File: src/rtl/core/eprs_pkg.sv
// Shared constants, codes and types of the elite pool roulette selector.
package eprs_pkg;

    // Pool geometry.
    localparam int MAX_ENTRIES = 16;
    localparam int IDX_W       = $clog2(MAX_ENTRIES);
    localparam int CNT_W       = $clog2(MAX_ENTRIES + 1);

    // Field widths fixed by the item format.
    localparam int OP_W   = 2;
    localparam int FIT_W  = 16;
    localparam int TAG_W  = 16;
    localparam int AGE_W  = 16;
    localparam int CAP_W  = 5;
    localparam int RND_W  = 16;
    localparam int Q16_W  = 16;

    // Arithmetic widths: one weight, the sum of all weights, the shared product.
    localparam int WEIGHT_W = 2 * FIT_W + 1;
    localparam int TOT_W    = WEIGHT_W + IDX_W;
    localparam int PROD_W   = Q16_W + TOT_W;

    // Stream payload widths.
    localparam int S_DATA_W = 72;
    localparam int S_USER_W = OP_W;
    localparam int M_DATA_W = 56;

    // Configuration port.
    localparam int CFG_IDX_W  = 3;
    localparam int CFG_DATA_W = 16;

    // Fixed-point constants: weight floor 0.01 in Q16.16, default decay 0.995 in Q0.16.
    localparam logic [WEIGHT_W-1:0] FLOOR_WEIGHT  = WEIGHT_W'(655);
    localparam logic [Q16_W-1:0]    DEFAULT_DECAY = 16'd65208;
    localparam logic [AGE_W-1:0]    AGE_MAX       = '1;

    // Operation codes.
    localparam logic [OP_W-1:0] OP_INSERT = 2'd0;
    localparam logic [OP_W-1:0] OP_PICK   = 2'd1;
    localparam logic [OP_W-1:0] OP_DECAY  = 2'd2;
    localparam logic [OP_W-1:0] OP_NOP    = 2'd3;

    // Configuration register indexes.
    localparam logic [CFG_IDX_W-1:0] CFG_POOL_CAPACITY  = 3'd0;
    localparam logic [CFG_IDX_W-1:0] CFG_SURVIVAL_BIAS  = 3'd1;
    localparam logic [CFG_IDX_W-1:0] CFG_EVOLUTION_MODE = 3'd2;
    localparam logic [CFG_IDX_W-1:0] CFG_ELITE_FRACTION = 3'd3;
    localparam logic [CFG_IDX_W-1:0] CFG_DECAY_FACTOR   = 3'd4;

    typedef logic [FIT_W-1:0] fit_t;
    typedef logic [TAG_W-1:0] tag_t;
    typedef logic [AGE_W-1:0] age_t;
    typedef logic [IDX_W-1:0] idx_t;
    typedef logic [CNT_W-1:0] cnt_t;

endpackage

File: src/rtl/core/elite_pool_roulette_select.sv
// Top level of the elite pool roulette selector: sorted pool, sequencer and shared multiplier.
//
// Input items arrive on the s_ stream: s_tuser carries the operation (insert, pick,
// decay tick, no operation) and s_tdata the insert and draw fields. Every item gives
// exactly one result item on the m_ stream. Registers are written through cfg_wr_en,
// cfg_index and cfg_wdata; the user must write them only while the block is idle, and
// the block itself does not enforce it. One item is worked on at a time; s_tready is
// high only while the sequencer idles. All multiplications go through one 16 x 37 bit
// multiplier with a registered product, fed one pool slot per cycle. An insert moves
// one slot down per cycle; a pick makes one pass that sums the weights of the n entries
// in the draw and a second pass that walks them; a decay scales and ages each held
// entry; no operation and a pick on an empty pool go straight to the result.
// A finished result waits in its state until the output register is free, so a
// stalled receiver holds the block after at most one further item.
// Reset empties the pool and loads the register defaults; slot contents are not
// cleared and are never read before an insert writes them.
module elite_pool_roulette_select (
    input  logic                             aclk,
    input  logic                             aresetn,
    // Fields from bit 0 up: fitness_in, tag_in, capacity_override, pick_random,
    // elite_random, zero fill.
    input  logic [eprs_pkg::S_DATA_W-1:0]    s_tdata,
    // Fields from bit 0 up: operation.
    input  logic [eprs_pkg::S_USER_W-1:0]    s_tuser,
    input  logic                             s_tvalid,
    output logic                             s_tready,
    // Fields from bit 0 up: picked_tag, picked_fitness, picked_age, pool_empty,
    // drawn_from_elite, insert_kept, pool_count.
    output logic [eprs_pkg::M_DATA_W-1:0]    m_tdata,
    output logic                             m_tvalid,
    input  logic                             m_tready,
    input  logic                             cfg_wr_en,
    input  logic [eprs_pkg::CFG_IDX_W-1:0]   cfg_index,
    input  logic [eprs_pkg::CFG_DATA_W-1:0]  cfg_wdata
);

    // Sequencer state codes.
    localparam logic [3:0] ST_IDLE  = 4'd0;
    localparam logic [3:0] ST_INS   = 4'd1;
    localparam logic [3:0] ST_ELITE = 4'd2;
    localparam logic [3:0] ST_NSEL  = 4'd3;
    localparam logic [3:0] ST_SUM   = 4'd4;
    localparam logic [3:0] ST_POINT = 4'd5;
    localparam logic [3:0] ST_PWAIT = 4'd6;
    localparam logic [3:0] ST_WALK  = 4'd7;
    localparam logic [3:0] ST_DECAY = 4'd8;
    localparam logic [3:0] ST_OUT   = 4'd9;

    localparam eprs_pkg::cnt_t CNT_MAX = eprs_pkg::CNT_W'(eprs_pkg::MAX_ENTRIES);

    // Pool slots.
    eprs_pkg::fit_t slot_fitness [eprs_pkg::MAX_ENTRIES];
    eprs_pkg::tag_t slot_tag     [eprs_pkg::MAX_ENTRIES];
    eprs_pkg::age_t slot_age     [eprs_pkg::MAX_ENTRIES];

    // Control registers.
    logic [3:0]                  state_reg, state_next;
    eprs_pkg::cnt_t              held_reg, held_next;
    logic [eprs_pkg::CAP_W-1:0]  pool_capacity_reg, pool_capacity_next;
    logic [eprs_pkg::Q16_W-1:0]  survival_bias_reg, survival_bias_next;
    logic                        evolution_mode_reg, evolution_mode_next;
    logic [eprs_pkg::Q16_W-1:0]  elite_fraction_reg, elite_fraction_next;
    logic [eprs_pkg::Q16_W-1:0]  decay_factor_reg, decay_factor_next;
    logic                        prod_vld_reg, prod_vld_next;
    logic                        m_tvalid_reg, m_tvalid_next;

    // Datapath registers.
    logic [eprs_pkg::OP_W-1:0]   op_reg, op_next;
    eprs_pkg::fit_t              fit_in_reg, fit_in_next;
    eprs_pkg::tag_t              tag_in_reg, tag_in_next;
    logic [eprs_pkg::CAP_W-1:0]  ovr_reg, ovr_next;
    logic [eprs_pkg::RND_W-1:0]  prnd_reg, prnd_next;
    logic [eprs_pkg::RND_W-1:0]  ernd_reg, ernd_next;
    eprs_pkg::cnt_t              ins_idx_reg, ins_idx_next;
    eprs_pkg::cnt_t              issue_idx_reg, issue_idx_next;
    eprs_pkg::cnt_t              n_reg, n_next;
    logic [eprs_pkg::PROD_W-1:0] prod_reg, prod_next;
    eprs_pkg::idx_t              prod_idx_reg, prod_idx_next;
    logic [eprs_pkg::TOT_W-1:0]  total_reg, total_next;
    logic [eprs_pkg::TOT_W-1:0]  point_reg, point_next;
    eprs_pkg::idx_t              k_reg, k_next;
    logic                        res_hit_reg, res_hit_next;
    logic                        res_empty_reg, res_empty_next;
    logic                        res_elite_reg, res_elite_next;
    logic                        res_kept_reg, res_kept_next;
    logic [eprs_pkg::M_DATA_W-1:0] m_tdata_reg, m_tdata_next;

    // Shared multiplier operands.
    logic [eprs_pkg::Q16_W-1:0]  mul_a;
    logic [eprs_pkg::TOT_W-1:0]  mul_b;

    // Slot read ports and write strobes.
    eprs_pkg::idx_t  fit_rd_idx, age_rd_idx, tag_rd_idx, ins_m1;
    eprs_pkg::fit_t  fit_rd;
    eprs_pkg::age_t  age_rd;
    eprs_pkg::tag_t  tag_rd;
    logic            fit_we, tag_we, age_we;
    eprs_pkg::idx_t  wr_idx;
    eprs_pkg::fit_t  wr_fit;
    eprs_pkg::tag_t  wr_tag;
    eprs_pkg::age_t  wr_age;

    // Helper values.
    logic                          issuing;
    logic [eprs_pkg::WEIGHT_W-1:0] weight;
    logic [eprs_pkg::CAP_W-1:0]    cap_sel;
    eprs_pkg::cnt_t                cap_lim, held_ins, held_fin, elite_cnt;
    logic                          shift_go;
    logic [eprs_pkg::Q16_W-1:0]    decay_sel;

    assign ins_m1 = eprs_pkg::IDX_W'(ins_idx_reg - eprs_pkg::CNT_W'(1));

    // Read address selection, one address per slot array.
    always_comb begin
        unique case (state_reg)
            ST_INS: begin
                fit_rd_idx = ins_m1;
                age_rd_idx = ins_m1;
                tag_rd_idx = ins_m1;
            end
            ST_OUT: begin
                fit_rd_idx = k_reg;
                age_rd_idx = k_reg;
                tag_rd_idx = k_reg;
            end
            ST_DECAY: begin
                fit_rd_idx = issue_idx_reg[eprs_pkg::IDX_W-1:0];
                age_rd_idx = prod_idx_reg;
                tag_rd_idx = k_reg;
            end
            default: begin
                fit_rd_idx = issue_idx_reg[eprs_pkg::IDX_W-1:0];
                age_rd_idx = k_reg;
                tag_rd_idx = k_reg;
            end
        endcase
    end

    assign fit_rd = slot_fitness[fit_rd_idx];
    assign age_rd = slot_age[age_rd_idx];
    assign tag_rd = slot_tag[tag_rd_idx];

    // Weight of the slot whose product is in the product register.
    assign weight = eprs_pkg::WEIGHT_W'(prod_reg[2*eprs_pkg::FIT_W-1:0]) + eprs_pkg::FLOOR_WEIGHT;

    // Capacity for the current insert.
    assign cap_sel  = (ovr_reg != '0) ? ovr_reg : pool_capacity_reg;
    assign cap_lim  = (int'(cap_sel) > eprs_pkg::MAX_ENTRIES) ? CNT_MAX
                                                             : eprs_pkg::CNT_W'(cap_sel);
    assign held_ins = (held_reg < CNT_MAX) ? held_reg + eprs_pkg::CNT_W'(1) : held_reg;
    assign held_fin = (held_ins > cap_lim) ? cap_lim : held_ins;
    assign shift_go = (ins_idx_reg != '0) && (fit_rd < fit_in_reg);

    assign elite_cnt = prod_reg[eprs_pkg::Q16_W +: eprs_pkg::CNT_W];
    assign decay_sel = evolution_mode_reg ? decay_factor_reg : eprs_pkg::DEFAULT_DECAY;

    // Sequencer and datapath next state.
    always_comb begin
        state_next          = state_reg;
        held_next           = held_reg;
        pool_capacity_next  = pool_capacity_reg;
        survival_bias_next  = survival_bias_reg;
        evolution_mode_next = evolution_mode_reg;
        elite_fraction_next = elite_fraction_reg;
        decay_factor_next   = decay_factor_reg;
        m_tvalid_next       = m_tvalid_reg;
        m_tdata_next        = m_tdata_reg;
        op_next             = op_reg;
        fit_in_next         = fit_in_reg;
        tag_in_next         = tag_in_reg;
        ovr_next            = ovr_reg;
        prnd_next           = prnd_reg;
        ernd_next           = ernd_reg;
        ins_idx_next        = ins_idx_reg;
        issue_idx_next      = issue_idx_reg;
        n_next              = n_reg;
        total_next          = total_reg;
        point_next          = point_reg;
        k_next              = k_reg;
        res_hit_next        = res_hit_reg;
        res_empty_next      = res_empty_reg;
        res_elite_next      = res_elite_reg;
        res_kept_next       = res_kept_reg;
        prod_vld_next       = 1'b0;
        prod_idx_next       = issue_idx_reg[eprs_pkg::IDX_W-1:0];
        issuing             = 1'b0;
        mul_a               = fit_rd;
        mul_b               = eprs_pkg::TOT_W'(survival_bias_reg);
        fit_we              = 1'b0;
        tag_we              = 1'b0;
        age_we              = 1'b0;
        wr_idx              = ins_idx_reg[eprs_pkg::IDX_W-1:0];
        wr_fit              = fit_rd;
        wr_tag              = tag_rd;
        wr_age              = age_rd;

        // Configuration writes; indexes past the list are ignored.
        if (cfg_wr_en) begin
            unique case (cfg_index)
                eprs_pkg::CFG_POOL_CAPACITY:
                    pool_capacity_next = cfg_wdata[eprs_pkg::CAP_W-1:0];
                eprs_pkg::CFG_SURVIVAL_BIAS:  survival_bias_next  = cfg_wdata;
                eprs_pkg::CFG_EVOLUTION_MODE: evolution_mode_next = cfg_wdata[0];
                eprs_pkg::CFG_ELITE_FRACTION: elite_fraction_next = cfg_wdata;
                eprs_pkg::CFG_DECAY_FACTOR:   decay_factor_next   = cfg_wdata;
                default: ;
            endcase
        end

        // The output register empties when the receiver takes the item.
        if (m_tvalid_reg && m_tready) begin
            m_tvalid_next = 1'b0;
        end

        unique case (state_reg)
            ST_IDLE: begin
                if (s_tvalid) begin
                    op_next        = s_tuser;
                    fit_in_next    = s_tdata[15:0];
                    tag_in_next    = s_tdata[31:16];
                    ovr_next       = s_tdata[36:32];
                    prnd_next      = s_tdata[52:37];
                    ernd_next      = s_tdata[68:53];
                    res_hit_next   = 1'b0;
                    res_empty_next = 1'b0;
                    res_elite_next = 1'b0;
                    res_kept_next  = 1'b0;
                    ins_idx_next   = held_reg;
                    issue_idx_next = '0;
                    unique case (s_tuser)
                        eprs_pkg::OP_INSERT: state_next = ST_INS;
                        eprs_pkg::OP_PICK: begin
                            if (held_reg == '0) begin
                                res_empty_next = 1'b1;
                                state_next     = ST_OUT;
                            end else begin
                                state_next = ST_ELITE;
                            end
                        end
                        eprs_pkg::OP_DECAY: state_next = ST_DECAY;
                        default:            state_next = ST_OUT;
                    endcase
                end
            end

            // Walk up from the bottom, moving each lower-fitness entry down one slot.
            ST_INS: begin
                if (shift_go) begin
                    if (ins_idx_reg < CNT_MAX) begin
                        fit_we = 1'b1;
                        tag_we = 1'b1;
                        age_we = 1'b1;
                    end
                    ins_idx_next = ins_idx_reg - eprs_pkg::CNT_W'(1);
                end else begin
                    if (ins_idx_reg < CNT_MAX) begin
                        fit_we    = 1'b1;
                        tag_we    = 1'b1;
                        age_we    = 1'b1;
                        wr_fit    = fit_in_reg;
                        wr_tag    = tag_in_reg;
                        wr_age    = '0;
                    end
                    held_next     = held_fin;
                    res_kept_next = (ins_idx_reg < held_fin);
                    state_next    = ST_OUT;
                end
            end

            // Elite prefix size: held count times the elite fraction.
            ST_ELITE: begin
                mul_a      = elite_fraction_reg;
                mul_b      = eprs_pkg::TOT_W'(held_reg);
                state_next = ST_NSEL;
            end

            ST_NSEL: begin
                if (evolution_mode_reg && (ernd_reg < elite_fraction_reg)) begin
                    n_next         = (elite_cnt == '0) ? eprs_pkg::CNT_W'(1) : elite_cnt;
                    res_elite_next = 1'b1;
                end else begin
                    n_next = held_reg;
                end
                issue_idx_next = '0;
                total_next     = '0;
                state_next     = ST_SUM;
            end

            // First pass: sum the weights of the first n entries.
            ST_SUM: begin
                issuing = (issue_idx_reg < n_reg);
                if (issuing) begin
                    issue_idx_next = issue_idx_reg + eprs_pkg::CNT_W'(1);
                end
                prod_vld_next = issuing;
                if (prod_vld_reg) begin
                    total_next = total_reg + eprs_pkg::TOT_W'(weight);
                end
                if (!issuing && !prod_vld_reg) begin
                    state_next = ST_POINT;
                end
            end

            // Roulette point: draw times total, scaled down by the Q0.16 step.
            ST_POINT: begin
                mul_a      = prnd_reg;
                mul_b      = total_reg;
                state_next = ST_PWAIT;
            end

            ST_PWAIT: begin
                point_next     = prod_reg[eprs_pkg::PROD_W-1:eprs_pkg::Q16_W];
                issue_idx_next = '0;
                state_next     = ST_WALK;
            end

            // Second pass: subtract weights until the point lands in one.
            ST_WALK: begin
                if (prod_vld_reg && (point_reg <= eprs_pkg::TOT_W'(weight))) begin
                    k_next       = prod_idx_reg;
                    res_hit_next = 1'b1;
                    state_next   = ST_OUT;
                end else begin
                    issuing = (issue_idx_reg < n_reg);
                    if (issuing) begin
                        issue_idx_next = issue_idx_reg + eprs_pkg::CNT_W'(1);
                    end
                    prod_vld_next = issuing;
                    if (prod_vld_reg) begin
                        point_next = point_reg - eprs_pkg::TOT_W'(weight);
                    end
                    if (!issuing && !prod_vld_reg) begin
                        k_next       = '0;
                        res_hit_next = 1'b1;
                        state_next   = ST_OUT;
                    end
                end
            end

            // Scale each held fitness and age the entry, one slot per cycle.
            ST_DECAY: begin
                mul_b   = eprs_pkg::TOT_W'(decay_sel);
                issuing = (issue_idx_reg < held_reg);
                if (issuing) begin
                    issue_idx_next = issue_idx_reg + eprs_pkg::CNT_W'(1);
                end
                prod_vld_next = issuing;
                if (prod_vld_reg) begin
                    fit_we = 1'b1;
                    age_we = 1'b1;
                    wr_idx = prod_idx_reg;
                    wr_fit = prod_reg[2*eprs_pkg::FIT_W-1:eprs_pkg::FIT_W];
                    wr_age = (age_rd != eprs_pkg::AGE_MAX) ? age_rd + eprs_pkg::AGE_W'(1)
                                                            : age_rd;
                end
                if (!issuing && !prod_vld_reg) begin
                    state_next = ST_OUT;
                end
            end

            // Load the result into the output register once it is free.
            ST_OUT: begin
                if (!m_tvalid_reg || m_tready) begin
                    m_tvalid_next = 1'b1;
                    m_tdata_next  = {held_reg, res_kept_reg, res_elite_reg, res_empty_reg,
                                     res_hit_reg ? age_rd : eprs_pkg::AGE_W'(0),
                                     res_hit_reg ? fit_rd : eprs_pkg::FIT_W'(0),
                                     res_hit_reg ? tag_rd : eprs_pkg::TAG_W'(0)};
                    state_next    = ST_IDLE;
                end
            end

            default: state_next = ST_IDLE;
        endcase

        prod_next = eprs_pkg::PROD_W'(mul_a) * eprs_pkg::PROD_W'(mul_b);
    end

    // Control registers.
    always_ff @(posedge aclk) begin
        if (!aresetn) begin
            state_reg          <= ST_IDLE;
            held_reg           <= '0;
            pool_capacity_reg  <= eprs_pkg::CAP_W'(16);
            survival_bias_reg  <= 16'd256;
            evolution_mode_reg <= 1'b0;
            elite_fraction_reg <= 16'd13107;
            decay_factor_reg   <= 16'd65208;
            prod_vld_reg       <= 1'b0;
            m_tvalid_reg       <= 1'b0;
        end else begin
            state_reg          <= state_next;
            held_reg           <= held_next;
            pool_capacity_reg  <= pool_capacity_next;
            survival_bias_reg  <= survival_bias_next;
            evolution_mode_reg <= evolution_mode_next;
            elite_fraction_reg <= elite_fraction_next;
            decay_factor_reg   <= decay_factor_next;
            prod_vld_reg       <= prod_vld_next;
            m_tvalid_reg       <= m_tvalid_next;
        end
    end

    // Datapath registers.
    always_ff @(posedge aclk) begin
        op_reg        <= op_next;
        fit_in_reg    <= fit_in_next;
        tag_in_reg    <= tag_in_next;
        ovr_reg       <= ovr_next;
        prnd_reg      <= prnd_next;
        ernd_reg      <= ernd_next;
        ins_idx_reg   <= ins_idx_next;
        issue_idx_reg <= issue_idx_next;
        n_reg         <= n_next;
        prod_reg      <= prod_next;
        prod_idx_reg  <= prod_idx_next;
        total_reg     <= total_next;
        point_reg     <= point_next;
        k_reg         <= k_next;
        res_hit_reg   <= res_hit_next;
        res_empty_reg <= res_empty_next;
        res_elite_reg <= res_elite_next;
        res_kept_reg  <= res_kept_next;
        m_tdata_reg   <= m_tdata_next;
    end

    // Slot storage, one write port per array.
    always_ff @(posedge aclk) begin
        if (fit_we) begin
            slot_fitness[wr_idx] <= wr_fit;
        end
        if (tag_we) begin
            slot_tag[wr_idx] <= wr_tag;
        end
        if (age_we) begin
            slot_age[wr_idx] <= wr_age;
        end
    end

    assign s_tready = (state_reg == ST_IDLE);
    assign m_tvalid = m_tvalid_reg;
    assign m_tdata  = m_tdata_reg;

    // The pool never holds more entries than it has slots.
    assert property (@(posedge aclk) disable iff (!aresetn) held_reg <= CNT_MAX)
        else $error("pool count above slot count");

    // An empty pick reports no entry fields and no elite draw.
    assert property (@(posedge aclk) disable iff (!aresetn)
        (m_tvalid && m_tdata[48]) |-> (m_tdata[47:0] == '0 && !m_tdata[49] && !m_tdata[50]))
        else $error("empty pick carries entry data");

    // A kept insert leaves at least one entry in the pool.
    assert property (@(posedge aclk) disable iff (!aresetn)
        (m_tvalid && m_tdata[50]) |-> (m_tdata[55:51] != '0))
        else $error("insert kept with empty pool");

    // The weight passes never issue past the draw size.
    assert property (@(posedge aclk) disable iff (!aresetn)
        (state_reg == ST_SUM || state_reg == ST_WALK) |-> (issue_idx_reg <= n_reg))
        else $error("roulette pass ran past its range");

endmodule
File: config.mk
export PLATFORM = sky130hd
export DESIGN_NAME = elite_pool_roulette_select
export DESIGN_NICKNAME = d
export VERILOG_FILES = /design/src/rtl/core/eprs_pkg.sv /design/src/rtl/core/elite_pool_roulette_select.sv
export SDC_FILE = /design/constraint.sdc
export NUM_CORES = 2
export LEC_CHECK = 0
export ABC_AREA = 1
export BUFFER_PORTS_ARGS = -buffer_cell sky130_fd_sc_hd__buf_2
export CAP_MARGIN = 40
export CORE_ASPECT_RATIO = 0.7
export CORE_MARGIN = 4
export CORE_UTILIZATION = 47
export CTS_BUF_LIST = sky130_fd_sc_hd__clkbuf_8 sky130_fd_sc_hd__clkbuf_16
export DETAILED_ROUTE_END_ITERATION = 10
export GPL_TIMING_DRIVEN = 0
export PLACE_DENSITY = 0.68
export REMOVE_ABC_BUFFERS = 1
export SLEW_MARGIN = 30
export SYNTH_ARGS = -nofsm -noshare
export SYNTH_HDL_FRONTEND = slang
export SYNTH_SLANG_ARGS = --single-unit
File: constraint.sdc
create_clock -name aclk -period 12.2 [get_ports aclk]
set_input_delay 2.44 -clock aclk [delete_from_list [all_inputs] [get_ports aclk]]
set_output_delay 2.44 -clock aclk [all_outputs]
set_load 0.01 [all_outputs]
==> flow_summary.toml <==
[run]
cap_violations = 0

[global_routing]
busiest_layer = "met2"
grt_util_met3_pct = 5.17
grt_remaining_overflow = 0
grt_usage_pct = 26.9
grt_pass1_wl_um = 312000
antenna_found_initial = 18
grt_pass1_vias = 50700
grt_use_met1_pct = 39.0
met2_usage_pct = 40.0
grt_max_degree = 103

[routing]
drtIter0Drc = 6624
post_drt_wl_per_cell_um = 22.5
dr.pass1.iters = 7
drt-vias-per-instance = 5.67
drtAntennaViolNets = 0
drc = 0
totalWireLength_um = 207000
dr_total_vias = 52200

[synthesis]
synth_top_area_cell = "edfxtp_1"
avgSynthCellArea_sq_um = 9.77
synth_xor_xnor_area_share_pct = 1.41
yosysMostFrequentCell = "nand2_1"
synthMuxAreaShare_pct = 0.0146
synth_compound_area_share_pct = 9.65
synth-main-ff-cell = "edfxtp_1"
synth-simple-area-share_pct = 15.3
synth_common_cells = "nand2_1 (1285), inv_1 (1039), edfxtp_1 (990)"
synthCells = 7005
synth_area_leaders = "edfxtp_1 (43%), fa_1 (14%), nand2_1 (7.0%)"
ys_types = 57
yosysTopAreaCellShare_pct = 43.4
yosys.area_share.adder_pct = 18.8
syn_area_sq_um = 68400
synth_edf_count = 990
synthArstFlopShare_pct = 0
ys_ff_latch = 1112
synth_warnings = 0
synth_top_family_by_area = "adder cells"
ys_seq_area_share_pct = 47.0

[placed_design]
place_ws_ns = 1.47
globalplace.congestion = 0.971
numPortBuffers = 152
post_dp_cell_area_sq_um = 73800
dp_hpwl_um = 151000

[sta]
tns_ns = 0
setup_viol = 0
hold_viol_final = 0
fin_crit_sh_pct = 90.4
min_period_ns = 11.03
layout_setup_ws_ns = 1.17
drv_slew = 0
fin_worst_skew_ns = 0.0458
holdWs_ns = 0.414
rsz0062_at_grt = "no"
fmax_mhz = 90.6
worst_slew_pin_slew_ns = 0.988
timing.slew.headroom_pct = 33.5

[cells_and_area]
drive_gt1_share_pct = 8.94
fin_nets = 7975
nFillCells = 12400
fin_area_sq_um = 77600
largestRegisters = "slot_age: 256 flops, slot_fitness: 256 flops, slot_tag: 256 flops"
syn_to_final_growth_pct = 13.4

[setup_path]
worst-path-max-fanout = 102
slowest_delay_ns = 0.62
r2r_start = "state_reg[1]"
crit_buf_inv = 15
crit_top_cell = "inv_1"
cp_num_cells = 43
cp.arrival_ns = 11.67
r2r_slack_ns = 1.17
cp.required_ns = 12.83
worstSetupEndpoint = "prod_reg[45]"
start_kind = "flop"
rr_worst_depth = 43
rr_endpoint = "prod_reg[45]"
critPathLaunch = "state_reg[1]"
end_kind = "flop"
critical_path_class = "flop to flop"
crit_family = "adder cells"
crit_slowest_cell = "nor2_1"

[die]
core-area_sq_um = 144000
start_util_pct = 47.6
die_w_um = 464
ios = 156
die_area_sq_um = 152000
core.rowCount = 116
die_h_um = 327

[clock_tree]
clk_pin_slew_worst_paths_ns = 0.06
cts_setup_buffers = 0
cts_made_buffers = 110
cts_tree = "done"
clock_latency_ns = 0.75
htreeDepth = 3
clockRootBuffer = "clkbuf_16"
cts_hold_buf = 0
cts-resized-gates = 0
ctsLongestPathBuffers = 3
numClockSinks = 1112

[min_path]
hp-class = "flop to flop"

[run_status]
status = "finished clean"
[how the worst min path moves through the flow]
stage | start | end | slack, ns | depth (start not counted)
3_5_place_dp | res_empty_reg | m_tdata[48] | 0.40 | 0
3_3_place_gp | res_empty_reg | m_tdata[48] | 0.41 | 0
5_1_grt | res_empty_reg | m_tdata[48] | 0.43 | 0
6_report | res_empty_reg | m_tdata[48] | 0.41 | 0
4_1_cts | res_empty_reg | m_tdata[48] | 0.42 | 0
2_1_floorplan | res_empty_reg | m_tdata[48] | 0.40 | 0
[area by class of cell]
| class | instances | area (sq um) | share of cell area (%) |
|---|---|---|---|
| Antenna cell | 12 | 30.0 | 0.0387 |
| Tap cell | 1947 | 2440 | 3.14 |
| Multi-Input combinational cell | 4533 | 31500 | 40.5 |
| Clock inverter | 94 | 836 | 1.08 |
| Clock buffer | 114 | 2820 | 3.63 |
| Sequential cell | 1112 | 32200 | 41.5 |
| Inverter | 1080 | 4070 | 5.25 |
| Timing Repair Buffer | 305 | 3770 | 4.86 |
[layout by cell type, fill, tap and decap left out, drive strengths merged, types with 22 or more instances in the layout]
cell    instances
nand4          40
inv          1100
o31ai          27
a221o          22
clkbuf        115
a31oi          94
o32ai          22
xnor2          34
xor2           76
edfxtp        990
o221ai         40
nor3           36
ha            245
clkinv         59
nand3         253
o21ai         392
or2            25
dfxtp         122
o211ai        110
nand2        1293
buf           304
nor2          932
fa            490
a21oi         279
[per-stage QoR]
stage / util [%] / instances
3_5_place_dp: 51.3 / 8972
4_1_cts: 53.9 / 9180
3_3_place_gp: 48.9 / 8824
5_1_grt: 53.9 / 9195
6_report: 54.0 / 9197
2_1_floorplan: - / 6725
[layer usage]
metal | vias up | wire length [um]
met5 | - | 115
met4 | 2 | 8650
met3 | 398 | 21900
met2 | 2760 | 89800
met1 | 25600 | 86400
li1 | 23400 | -
[kinds of logic (layout without fill, tap and decap cells)]
kind of cell	after synthesis	count (layout)
simple gates	2602	2602
buf+inv	1360	1593
flops	1112	1112
compound gates	1085	1085
fa+ha+maj	735	735
xor+xnor	110	110
mux	1	1
other cells	0	12
Power is not shown: default switching activity piles up to over one toggle a cycle in this logic, so the estimate is an artifact.
